==> src/rtl/core/rsld_pkg.sv <==
package rsld_pkg;

   localparam int COORD_BITS  = 12;
   localparam int ADDR_BITS   = 25;
   localparam int STRIDE_BITS = 14;
   localparam int COLOR_BITS  = 8;
   localparam int CNT_BITS    = COORD_BITS + 1;
   localparam int ERR_BITS    = 15;
   localparam int STEP_BITS   = $clog2(COORD_BITS);

   localparam logic [STRIDE_BITS-1:0] STRIDE_RESET = STRIDE_BITS'(640);

   localparam logic [2:0] KIND_VERT   = 3'd0;
   localparam logic [2:0] KIND_HORIZ  = 3'd1;
   localparam logic [2:0] KIND_DIAG   = 3'd2;
   localparam logic [2:0] KIND_YMAJOR = 3'd3;
   localparam logic [2:0] KIND_XMAJOR = 3'd4;

   localparam logic [1:0] PHASE_FIRST = 2'd0;
   localparam logic [1:0] PHASE_FULL  = 2'd1;
   localparam logic [1:0] PHASE_FINAL = 2'd2;

   localparam logic OP_START = 1'b0;
   localparam logic OP_TICK  = 1'b1;

   typedef struct packed {
      logic load;
      logic div_step;
      logic finish;
      logic tick;
   } cmd_type;

   typedef struct packed {
      logic busy;
      logic need_div;
   } status_type;

endpackage

==> src/rtl/core/run_slice_line_drawer_unit.sv <==
// channel | direction | handshake        | beat
// req_    | in        | valid / stall    | opcode, endpoints, color
// rsp_    | out       | valid / stall    | pixel address, color, last flag
// csr_    | in        | valid / ready    | line stride
// A tick beat taken while a line is active yields one pixel beat in the next cycle.
// A start beat of a vertical, horizontal or diagonal line loads the engine at once;
// other lines then run the 12-step restoring divider and a finish step.
// Reset is synchronous and restores an idle engine with stride 640.
// req_stall is high while dividing or finishing and while a pixel beat waits on rsp_stall.
module run_slice_line_drawer_unit
   import rsld_pkg::*;
(
   input  logic                   clock,
   input  logic                   reset,
   input  logic                   req_valid,
   output logic                   req_stall,
   input  logic                   req_opcode,
   input  logic [COORD_BITS-1:0]  req_start_x,
   input  logic [COORD_BITS-1:0]  req_start_y,
   input  logic [COORD_BITS-1:0]  req_end_x,
   input  logic [COORD_BITS-1:0]  req_end_y,
   input  logic [COLOR_BITS-1:0]  req_draw_color,
   output logic                   rsp_valid,
   input  logic                   rsp_stall,
   output logic [ADDR_BITS-1:0]   rsp_pixel_address,
   output logic [COLOR_BITS-1:0]  rsp_pixel_color,
   output logic                   rsp_last_pixel,
   input  logic                   csr_valid,
   output logic                   csr_ready,
   input  logic [STRIDE_BITS-1:0] csr_line_stride
);

   cmd_type    cmd;
   status_type status;

   assign csr_ready = 1'b1;

   rsld_ctrl u_ctrl (
      .clock      (clock),
      .reset      (reset),
      .req_valid  (req_valid),
      .req_stall  (req_stall),
      .req_opcode (req_opcode),
      .rsp_valid  (rsp_valid),
      .rsp_stall  (rsp_stall),
      .status     (status),
      .cmd        (cmd)
   );

   rsld_dp u_dp (
      .clock             (clock),
      .reset             (reset),
      .cmd               (cmd),
      .status            (status),
      .csr_write         (csr_valid && csr_ready),
      .csr_data          (csr_line_stride),
      .req_start_x       (req_start_x),
      .req_start_y       (req_start_y),
      .req_end_x         (req_end_x),
      .req_end_y         (req_end_y),
      .req_draw_color    (req_draw_color),
      .rsp_pixel_address (rsp_pixel_address),
      .rsp_pixel_color   (rsp_pixel_color),
      .rsp_last_pixel    (rsp_last_pixel)
   );

endmodule

==> src/rtl/core/rsld_ctrl.sv <==
module rsld_ctrl
   import rsld_pkg::*;
(
   input  logic       clock,
   input  logic       reset,
   input  logic       req_valid,
   output logic       req_stall,
   input  logic       req_opcode,
   output logic       rsp_valid,
   input  logic       rsp_stall,
   input  status_type status,
   output cmd_type    cmd
);

   localparam logic [1:0] ST_IDLE = 2'd0;
   localparam logic [1:0] ST_DIV  = 2'd1;
   localparam logic [1:0] ST_FIN  = 2'd2;

   logic [1:0]           state_ff, state_in;
   logic [STEP_BITS-1:0] step_ff, step_in;
   logic                 rsp_valid_ff, rsp_valid_in;
   logic                 accept;

   assign req_stall = (state_ff != ST_IDLE) || (rsp_valid_ff && rsp_stall);
   assign accept    = req_valid && !req_stall;
   assign rsp_valid = rsp_valid_ff;

   always_comb begin
      state_in     = state_ff;
      step_in      = step_ff;
      rsp_valid_in = rsp_valid_ff && rsp_stall;
      cmd          = '0;
      case (state_ff)
         ST_IDLE: begin
            if (accept && req_opcode == OP_START) begin
               cmd.load = 1'b1;
               step_in  = '0;
               if (status.need_div) begin
                  state_in = ST_DIV;
               end
            end else if (accept && req_opcode == OP_TICK && status.busy) begin
               cmd.tick     = 1'b1;
               rsp_valid_in = 1'b1;
            end
         end
         ST_DIV: begin
            cmd.div_step = 1'b1;
            step_in      = step_ff + 1'b1;
            if (step_ff == STEP_BITS'(COORD_BITS - 1)) begin
               state_in = ST_FIN;
            end
         end
         ST_FIN: begin
            cmd.finish = 1'b1;
            state_in   = ST_IDLE;
         end
         default: begin
            state_in = ST_IDLE;
         end
      endcase
   end

   always_ff @(posedge clock) begin
      if (reset) begin
         state_ff     <= ST_IDLE;
         step_ff      <= '0;
         rsp_valid_ff <= 1'b0;
      end else begin
         state_ff     <= state_in;
         step_ff      <= step_in;
         rsp_valid_ff <= rsp_valid_in;
      end
   end

endmodule

==> src/rtl/core/rsld_dp.sv <==
module rsld_dp
   import rsld_pkg::*;
(
   input  logic                   clock,
   input  logic                   reset,
   input  cmd_type                cmd,
   output status_type             status,
   input  logic                   csr_write,
   input  logic [STRIDE_BITS-1:0] csr_data,
   input  logic [COORD_BITS-1:0]  req_start_x,
   input  logic [COORD_BITS-1:0]  req_start_y,
   input  logic [COORD_BITS-1:0]  req_end_x,
   input  logic [COORD_BITS-1:0]  req_end_y,
   input  logic [COLOR_BITS-1:0]  req_draw_color,
   output logic [ADDR_BITS-1:0]   rsp_pixel_address,
   output logic [COLOR_BITS-1:0]  rsp_pixel_color,
   output logic                   rsp_last_pixel
);

   logic [STRIDE_BITS-1:0] stride_ff;
   logic [ADDR_BITS-1:0]   offset_ff, offset_in;
   logic signed [ERR_BITS-1:0] err_ff, err_in;
   logic [STRIDE_BITS-1:0] adj_up_ff, adj_up_in, adj_dn_ff, adj_dn_in;
   logic [CNT_BITS-1:0]    whole_ff, whole_in, runs_ff, runs_in;
   logic [CNT_BITS-1:0]    rpl_ff, rpl_in, final_ff, final_in;
   logic [2:0]             kind_ff, kind_in;
   logic                   neg_ff, neg_in;
   logic [1:0]             phase_ff, phase_in;
   logic [COLOR_BITS-1:0]  color_ff, color_in;
   logic                   busy_ff, busy_in;
   logic [COORD_BITS-1:0]  minor_ff, minor_in, rem_ff, rem_in, quo_ff, quo_in;
   logic [ADDR_BITS-1:0]   out_addr_ff, out_addr_in;
   logic [COLOR_BITS-1:0]  out_color_ff, out_color_in;
   logic                   out_last_ff, out_last_in;

   logic                   swap, neg_c;
   logic [COORD_BITS-1:0]  x0, y0, x1, y1, dx, dy, major_c, minor_c;
   logic [2:0]             kind_c;
   logic [ADDR_BITS-1:0]   prod;
   logic [COORD_BITS:0]    trial, minor_ext;
   logic                   ge;
   logic signed [ERR_BITS:0] err_fin, err_acc, err_sub;
   logic [CNT_BITS-1:0]    ini, rpl_dec, len;
   logic [ADDR_BITS-1:0]   stride_ext, plus_stride, inner;

   assign swap    = req_start_y > req_end_y;
   assign x0      = swap ? req_end_x : req_start_x;
   assign y0      = swap ? req_end_y : req_start_y;
   assign x1      = swap ? req_start_x : req_end_x;
   assign y1      = swap ? req_start_y : req_end_y;
   assign neg_c   = x1 < x0;
   assign dx      = neg_c ? x0 - x1 : x1 - x0;
   assign dy      = y1 - y0;
   assign major_c = (dx < dy) ? dy : dx;
   assign minor_c = (dx < dy) ? dx : dy;
   assign prod    = ADDR_BITS'(y0) * ADDR_BITS'(stride_ff);

   always_comb begin
      if (dx == '0) begin
         kind_c = KIND_VERT;
      end else if (dy == '0) begin
         kind_c = KIND_HORIZ;
      end else if (dx == dy) begin
         kind_c = KIND_DIAG;
      end else if (dx < dy) begin
         kind_c = KIND_YMAJOR;
      end else begin
         kind_c = KIND_XMAJOR;
      end
   end

   assign status.busy     = busy_ff;
   assign status.need_div = kind_c >= KIND_YMAJOR;

   assign minor_ext = {1'b0, minor_ff};
   assign trial     = {rem_ff, quo_ff[COORD_BITS-1]};
   assign ge        = trial >= minor_ext;

   assign err_fin = (ERR_BITS + 1)'(rem_ff) - (ERR_BITS + 1)'({minor_ff, 1'b0})
                    + (quo_ff[0] ? (ERR_BITS + 1)'(minor_ff) : '0);
   assign ini     = CNT_BITS'(quo_ff >> 1) + 1'b1;

   assign stride_ext  = ADDR_BITS'(stride_ff);
   assign plus_stride = offset_ff + stride_ext;
   assign rpl_dec     = (rpl_ff != '0) ? rpl_ff - 1'b1 : '0;
   assign err_acc     = (ERR_BITS + 1)'(err_ff) + (ERR_BITS + 1)'(adj_up_ff);
   assign err_sub     = err_acc - (ERR_BITS + 1)'(adj_dn_ff);
   assign len         = whole_ff + ((err_acc > 0) ? 1'b1 : 1'b0);

   function automatic logic [ADDR_BITS-1:0] add_dir(input logic [ADDR_BITS-1:0] v,
                                                    input logic n);
      add_dir = n ? v - 1'b1 : v + 1'b1;
   endfunction

   always_comb begin
      case (kind_ff)
         KIND_VERT, KIND_YMAJOR: inner = plus_stride;
         KIND_HORIZ, KIND_XMAJOR: inner = add_dir(offset_ff, neg_ff);
         default: inner = add_dir(plus_stride, neg_ff);
      endcase
   end

   always_comb begin
      offset_in    = offset_ff;
      err_in       = err_ff;
      adj_up_in    = adj_up_ff;
      adj_dn_in    = adj_dn_ff;
      whole_in     = whole_ff;
      runs_in      = runs_ff;
      rpl_in       = rpl_ff;
      final_in     = final_ff;
      kind_in      = kind_ff;
      neg_in       = neg_ff;
      phase_in     = phase_ff;
      color_in     = color_ff;
      busy_in      = busy_ff;
      minor_in     = minor_ff;
      rem_in       = rem_ff;
      quo_in       = quo_ff;
      out_addr_in  = out_addr_ff;
      out_color_in = out_color_ff;
      out_last_in  = out_last_ff;
      if (cmd.load) begin
         offset_in = prod + ADDR_BITS'(x0);
         color_in  = req_draw_color;
         neg_in    = neg_c;
         kind_in   = kind_c;
         busy_in   = 1'b1;
         phase_in  = PHASE_FINAL;
         runs_in   = '0;
         err_in    = '0;
         adj_up_in = '0;
         adj_dn_in = '0;
         whole_in  = '0;
         rpl_in    = (kind_c == KIND_VERT) ? CNT_BITS'(dy) + 1'b1 : CNT_BITS'(dx) + 1'b1;
         final_in  = rpl_in;
         minor_in  = minor_c;
         rem_in    = '0;
         quo_in    = major_c;
      end
      if (cmd.div_step) begin
         rem_in = ge ? COORD_BITS'(trial - minor_ext) : trial[COORD_BITS-1:0];
         quo_in = {quo_ff[COORD_BITS-2:0], ge};
      end
      if (cmd.finish) begin
         whole_in  = CNT_BITS'(quo_ff);
         adj_up_in = STRIDE_BITS'({rem_ff, 1'b0});
         adj_dn_in = STRIDE_BITS'({minor_ff, 1'b0});
         err_in    = err_fin[ERR_BITS-1:0];
         final_in  = ini;
         rpl_in    = (rem_ff == '0 && !quo_ff[0]) ? ini - 1'b1 : ini;
         runs_in   = CNT_BITS'(minor_ff) - 1'b1;
         phase_in  = PHASE_FIRST;
      end
      if (cmd.tick) begin
         out_addr_in  = offset_ff;
         out_color_in = color_ff;
         out_last_in  = 1'b0;
         rpl_in       = rpl_dec;
         if (rpl_dec != '0) begin
            offset_in = inner;
         end else if (phase_ff == PHASE_FINAL) begin
            out_last_in = 1'b1;
            busy_in     = 1'b0;
         end else begin
            offset_in = add_dir(plus_stride, neg_ff);
            if (runs_ff != '0) begin
               phase_in = PHASE_FULL;
               rpl_in   = len;
               err_in   = (err_acc > 0) ? err_sub[ERR_BITS-1:0] : err_acc[ERR_BITS-1:0];
               runs_in  = runs_ff - 1'b1;
            end else begin
               phase_in = PHASE_FINAL;
               rpl_in   = final_ff;
            end
         end
      end
   end

   always_ff @(posedge clock) begin
      if (reset) begin
         stride_ff <= STRIDE_RESET;
         offset_ff <= '0;
         err_ff    <= '0;
         adj_up_ff <= '0;
         adj_dn_ff <= '0;
         whole_ff  <= '0;
         runs_ff   <= '0;
         rpl_ff    <= '0;
         final_ff  <= '0;
         kind_ff   <= KIND_VERT;
         neg_ff    <= 1'b0;
         phase_ff  <= PHASE_FIRST;
         color_ff  <= '0;
         busy_ff   <= 1'b0;
      end else begin
         if (csr_write) begin
            stride_ff <= csr_data;
         end
         offset_ff <= offset_in;
         err_ff    <= err_in;
         adj_up_ff <= adj_up_in;
         adj_dn_ff <= adj_dn_in;
         whole_ff  <= whole_in;
         runs_ff   <= runs_in;
         rpl_ff    <= rpl_in;
         final_ff  <= final_in;
         kind_ff   <= kind_in;
         neg_ff    <= neg_in;
         phase_ff  <= phase_in;
         color_ff  <= color_in;
         busy_ff   <= busy_in;
      end
   end

   always_ff @(posedge clock) begin
      minor_ff     <= minor_in;
      rem_ff       <= rem_in;
      quo_ff       <= quo_in;
      out_addr_ff  <= out_addr_in;
      out_color_ff <= out_color_in;
      out_last_ff  <= out_last_in;
   end

   assign rsp_pixel_address = out_addr_ff;
   assign rsp_pixel_color   = out_color_ff;
   assign rsp_last_pixel    = out_last_ff;

endmodule

==> config.mk <==
export PLATFORM = sky130hd
export DESIGN_NAME = run_slice_line_drawer_unit
export DESIGN_NICKNAME = d
export VERILOG_FILES = /design/src/rtl/core/rsld_pkg.sv /design/src/rtl/core/run_slice_line_drawer_unit.sv /design/src/rtl/core/rsld_ctrl.sv /design/src/rtl/core/rsld_dp.sv
export SDC_FILE = /design/constraint.sdc
export NUM_CORES = 1
export LEC_CHECK = 0
export ABC_CLOCK_PERIOD_IN_PS = 19400
export BUFFER_PORTS_ARGS = -buffer_cell sky130_fd_sc_hd__buf_2
export CAP_MARGIN = 20
export CORE_ASPECT_RATIO = 0.9
export CORE_MARGIN = 2
export CORE_UTILIZATION = 55
export CTS_BUF_LIST = sky130_fd_sc_hd__clkbuf_16
export CTS_CLUSTER_DIAMETER = 150
export DETAILED_ROUTE_END_ITERATION = 10
export HOLD_SLACK_MARGIN = 0.1
export PLACE_DENSITY = 0.68
export SYNTH_ARGS = -nofsm -noshare
export SYNTH_HDL_FRONTEND = slang
export SYNTH_HIERARCHICAL = 1
export SYNTH_SLANG_ARGS = --single-unit
==> constraint.sdc <==
create_clock -name clock -period 19.4 [get_ports clock]
set_input_delay 3.88 -clock clock [delete_from_list [all_inputs] [get_ports clock]]
set_output_delay 3.88 -clock clock [all_outputs]
set_load 0.02 [all_outputs]
### Word level (Yosys, flattened, before mapping)

Cells that the tools add are included.

* div/mod/pow operators: 0
* equality and inequality tests: 11
* reductions and logical operators: 27
* add/subtract/negate cells: 23
* shifts and indexed selects: 0
* $lt $le $gt $ge: 6
* bitwise gates (word level): 1
* $mul: 1
* mux-type cells: 80

Operator list (number)
* $mux W13: 19
* $mux W12: 15
* $mux W25: 6
* $mux W15: 7
* $add A25 B1 Y25 const B: 2
* $pmux W25 S2: 1
* $sub A25 B1 Y25 const B: 2
* $sub A12 B12 Y12: 4
* $reduce_bool A13 Y1: 3
* $sub A13 B1 Y13 const B: 3
* $logic_not A12 Y1: 3
* $add A12 B1 Y13 const B: 2
* $add A25 B12 Y25: 1
* $add A25 B14 Y25: 1
* $mul A12 B14 Y25: 1
* $lt A12 B12 Y1: 2
* $mux W2: 9
* $add A15 B14 Y16: 1
* $gt A16 B1 Y1 const B: 1
* $mux W1: 16
* $add A15 B15 Y15: 1
* $sub A15 B13 Y15: 1
* $sub A12 B13 Y14: 1
* $add A12 B13 Y13: 1
* other kinds (30): 46

* bits in writable memories: 0
* memories: 0
* flip-flop bits (word level): 221
* word-level logic and storage cells: 172
* latch bits: 0
* bits in read-only memories: 0
* output and inout port bits: 37
* input port bits: 76

### Longest topological paths before layout

* depth in word-level cells: 14
* gate-level depth with buffers: 39
* mapped depth without buffers: 34

### Hierarchy

Netlist, hierarchy kept.

By module, submodules not included
* rsld_dp: times used 1, area an instance 25202.9 um^2, cells each 3170, sequential area each 4984.8 um^2
* rsld_ctrl: times used 1, area an instance 400.4 um^2, cells each 48, sequential area each 140.1 um^2
* run_slice_line_drawer_unit: times used 1, area an instance 11.3 um^2, cells each 2, sequential area each 0.0 um^2

### Worst setup path before layout

No wires, ideal clock.

* kind: input to register
* start point: input port req_end_y[7]
* end point: register u_dp.offset_ff[23]
* library setup time: 117 ps
* data arrival time: 12080 ps
* setup slack: 7203 ps
* buffers on the path: 4
* stages: 36
* required time: 19283 ps
* path through: inv_1 ha_1 and2_1 a221oi_2 nor2_1 o31ai_2 buf_4 buf_4 clkbuf_1 mux2i_1 clkbuf_1 nor2b_1 fa_1 inv_1 fa_1 inv_1 fa_1 inv_1 fa_1 fa_1 inv_1 ha_1 inv_1 o21bai_1 a21oi_1 o21bai_1 a21oi_1 o21bai_1 a2111oi_0 nor3_1 nor3_1 nor4_1 or4_1 a31oi_1 o221ai_1 a32o_1

* word-level cells in the longest chain between the ends: 8
* elaborated cells between the ends (all ways): 9
* classes of those cells: 1 x add/sub; 1 x mul; 1 x order compare; 6 x mux

Ends and longest elaborated chain
* start, declared: RTL line run_slice_line_drawer_unit.sv:21 `input logic [COORD_BITS-1:0] req_end_y,`
* $gt A12 B12 Y1: RTL line rsld_dp.sv:46 `assign swap = req_start_y > req_end_y;`
* $mux W12: RTL line rsld_dp.sv:48 `assign y0 = swap ? req_end_y : req_start_y;`
* $mul A12 B14 Y25: RTL line rsld_dp.sv:56 `assign prod = ADDR_BITS'(y0) * ADDR_BITS'(stride_ff);`
* $add A25 B12 Y25 (*): RTL line rsld_dp.sv:124 `offset_in = prod + ADDR_BITS'(x0);`
* $mux W25 (*): RTL line rsld_dp.sv:123 `if (cmd.load) begin`
* $mux W25: RTL line rsld_dp.sv:162 `end else if (phase_ff == PHASE_FINAL) begin`
* $mux W25: RTL line rsld_dp.sv:160 `if (rpl_dec != '0) begin`
* $mux W25 (*): RTL line rsld_dp.sv:155 `if (cmd.tick) begin`
* end signal, assigned: RTL line rsld_dp.sv:200 `offset_ff <= offset_in;`
* end, declared: RTL line rsld_dp.sv:21 `logic [ADDR_BITS-1:0] offset_ff, offset_in;`

Mark *: on every way between the ends. The rest lies on a longest branch, timed or not.
A chain may end at the register's enable or synchronous reset.

### Worst setup path in the final report

Same ends and word-level chain as after synthesis.

==> qor.yml <==
logic_synthesis:
  synthArstFlopShare_pct: 0
  synth_cells: 3220
  yosys_warnings: 6
  synthSimpleGateAreaFrac_pct: 20.75
  ys.flop_type: "dfxtp_1"
  synth_top_cell_by_area: "dfxtp_1"
  synth.area.top_cells: "dfxtp_1 (12%), ha_1 (11%), fa_1 (11%)"
  synth_compound_area_share_pct: 19.86
  synth_top_area_share_pct: 11.80
  synth_edf_count: 70
  syn_avg_cell_area_um2: 7.955
  synth_top_family_by_area: "adder cells"
  synth_nets: 3657
  synth.distinct_cells: 93
  synthMuxAreaShare_pct: 3.981
  synthXorXnorAreaFrac_pct: 6.492
  synth_seq_area_share_pct: 20.01
  synth-adder-area-share_pct: 21.76
  ys_ff_latch: 221
  synth_area_mm2: 0.02561
pwr:
  clock_power_share_pct: 17.6
  switchingPower_mw: 1.322
  intPower_mw: 1.451
  pwr-share-seq_pct: 21.9
  power_density_mw_per_mm2: 100.3
  cellLeakagePower_nw: 12.49
  ir_drop_v: 0.0001053
  pwr-share-comb_pct: 60.5
  sw_frac_of_total_pct: 47.66
detailed_routing:
  viasPerCell: 6.121
  drt-initial-drc-count: 1753
  drc: 0
  vias: 23890
  firstDrtPassIters: 5
  wl_per_cell_um: 20.51
  ant_nets: 0
  wl_um: 80040
setup_path:
  critPathMostFrequentCell: "fa_1"
  path_class: "in -> reg"
  slowest_delay_ns: 0.82
  crit-reg2reg-launch: "u_dp/stride_ff[2]"
  slowest_stage: "o31ai_4"
  worstPathArrival_ns: 12.92
  crit_start: "req_end_y[7]"
  timing.critical_path.fanout_max: 39
  critPathCaptureType: "flop"
  startpoint_type: "primary input"
  r2r_slack_ns: 12.17
  cp.required_ns: 19.86
layout:
  instances_no_fill: 3903
  drive_gt1_share_pct: 7.301
  num-nets-final: 3703
  postLayoutCoreUtil_pct: 59.74
  antenna_cells: 0
  layout-area-overhead-vs-synth_pct: 7.899
clock_network:
  clk_pin_slew_worst_paths_ns: 0.06
  numCtsBuffers: 27
  htreeDepth: 1
  cts_tree: "built"
  hold_buffers: 0
  cts-resized-gates: 0
  root_buffer: "clkbuf_16"
  clk_latency_ns: 0.58
  cts.sinks: 221
  clockBufferDepth: 3
  post_cts_buffers: 0
timing:
  drv_slew: 0
  period_share_pct: 64.21
  relSlewSlack_pct: 31.15
  period_minus_slack_ns: 12.46
  skew_ns: 0.01472
  hold_viol: 0
  timing.final.ws_setup_ns: 6.942
  worstMarginPinSlew_ns: 1.033
  rsz0062_at_grt: "no"
  fin_tns_setup_ns: 0
  fmax_mhz: 80.27
  setup-violations-final: 0
placed_design:
  dp_slack_ns: 6.597
  io_buffers: 111
  gp_congestion: 0.9845
  dp_hpwl_um: 61090
  place_inst: 3851
min_path:
  hp-start: "u_dp/color_ff[7]"
  holdCritPathClass: "reg -> reg"
die:
  ios: 113
  dieArea_mm2: 0.04832
  start_util_pct: 55.37
  fp-row-count: 75
  coreArea_mm2: 0.04626
  die_w_um: 231.5
  fp.dieH_um: 208.7
flow_run:
  cap_viol_max_count: 0
global_route:
  grtUsageMet2_pct: 56.75
  use_met3_pct: 3.425
  grt_max_degree: 89
  top_usage_layer: "met2"
  grt-ovfl-total: 0
  grt_pass1_vias: 23890
  antenna_found_initial: 0
  grt_pass1_wl_um: 128000
  use_met1_pct: 41.93
  track_usage_pct: 33.15
outcome:
  status: "complete, no violations"
==> placed cells by master, fill, tap and decap left out, types with 36 or more instances in the layout <==
cell,instances
inv_1,355
nand2_1,299
nor2_1,269
a21oi_1,244
ha_1,223
o21ai_0,155
dfxtp_1,150
fa_1,138
xnor2_1,121
buf_2,110
mux2i_1,94
and2_1,86
nor2b_1,84
edfxtp_1,70
xor2_1,67
nand3_1,58
nor3_1,58
nand2b_1,56
and3_1,53
a211oi_1,46
buf_4,42
a21o_1,37
o21bai_1,36
==> cell families (layout without fill, tap and decap cells) <==
kind of cell | count (synthesis) | after routing
and+or+nand+nor | 1083 | 1083
AOI/OAI and AO/OA | 781 | 781
buffers and inverters | 481 | 548
adders and majority gates | 363 | 363
DFF | 221 | 221
xor gates and xnor gates | 189 | 189
muxes | 101 | 101
other | 1 | 1
==> final timing paths <==
path,to,cells past startpoint
max,u_dp/offset_ff[23],31
min,u_dp/rsp_pixel_color[7],0
max reg2reg,u_dp/offset_ff[23],24
min reg2reg,u_dp/rsp_pixel_color[7],0
==> stage by stage <==
step / hold WS (ns) / area (um2) / power (mW)
6_report: 0.4350 / 27640 / 2.773
5_1_grt: 0.4503 / 27640 / 2.972
4_1_cts: 0.4368 / 27620 / 2.761
3_5_place_dp: 0.4192 / 26780 / 2.260
3_3_place_gp: 0.4099 / 26760 / 2.232
2_1_floorplan: 0.4076 / 25610 / 1.750
==> cells in the mapped netlist (all sizes together) (37+ instances only) <==
cell type	count
xor2	68
and2	86
and3	53
nor2	272
a21oi	247
edfxtp	70
a211oi	48
nor3	59
nand2b	56
clkbuf	117
nand3	58
ha	223
nand2	299
fa	138
inv	345
o21ai	161
xnor2	121
mux2i	94
dfxtp	151
a21o	37
nor2b	84
==> cell type report <==
cell class | instances | area (um2)
Fill cell | 4251 | 18630
Sequential cell | 221 | 5126
Clock buffer | 27 | 675.6
Timing Repair Buffer | 153 | 877.1
Tap cell | 616 | 770.7
Multi-Input combinational cell | 2518 | 18730
Clock inverter | 23 | 165.2
Inverter | 345 | 1295
==> power groups by stage <==
| stage | clock [mW] | combinational, mW | sequential, mW |
|---|---|---|---|
| floorplan | 0 | 1.17 | 0.576 |
| global placement | 0 | 1.62 | 0.613 |
| detailed placement | 0 | 1.65 | 0.614 |
| CTS | 0.498 | 1.66 | 0.604 |
| global route | 0.514 | 1.85 | 0.610 |
| finish | 0.489 | 1.68 | 0.606 |
==> layer usage <==
| metal | vias up | part of all wire (%) |
|---|---|---|
| li1 | 11300 | - |
| met1 | 11550 | 42 |
| met2 | 831 | 47 |
| met3 | 208 | 5.6 |
| met4 | 0 | 5.2 |
| met5 | - | 0 |
==> critical path: cells and delay by family <==
kind | cells | cell delay, ns
adders and majority gates | 7 | 3.16
buffers and inverters | 7 | 1.16
and+or+nand+nor | 8 | 1.72
AOI/OAI and AO/OA | 9 | 2.96
==> sequential cells by signal, indices dropped and copies added (netlist names), 12 cells and up <==
register                flops
u_dp/rsp_pixel_address     25
u_dp/offset_ff             25
u_dp/adj_dn_ff             12
u_dp/stride_ff             14
u_dp/final_ff              13
u_dp/runs_ff               13
u_dp/rpl_ff                13
u_dp/quo_ff                12
u_dp/err_ff                15
u_dp/rem_ff                12
u_dp/whole_ff              12
u_dp/adj_up_ff             12
u_dp/minor_ff              12
(Power assumes the default switching activity.)
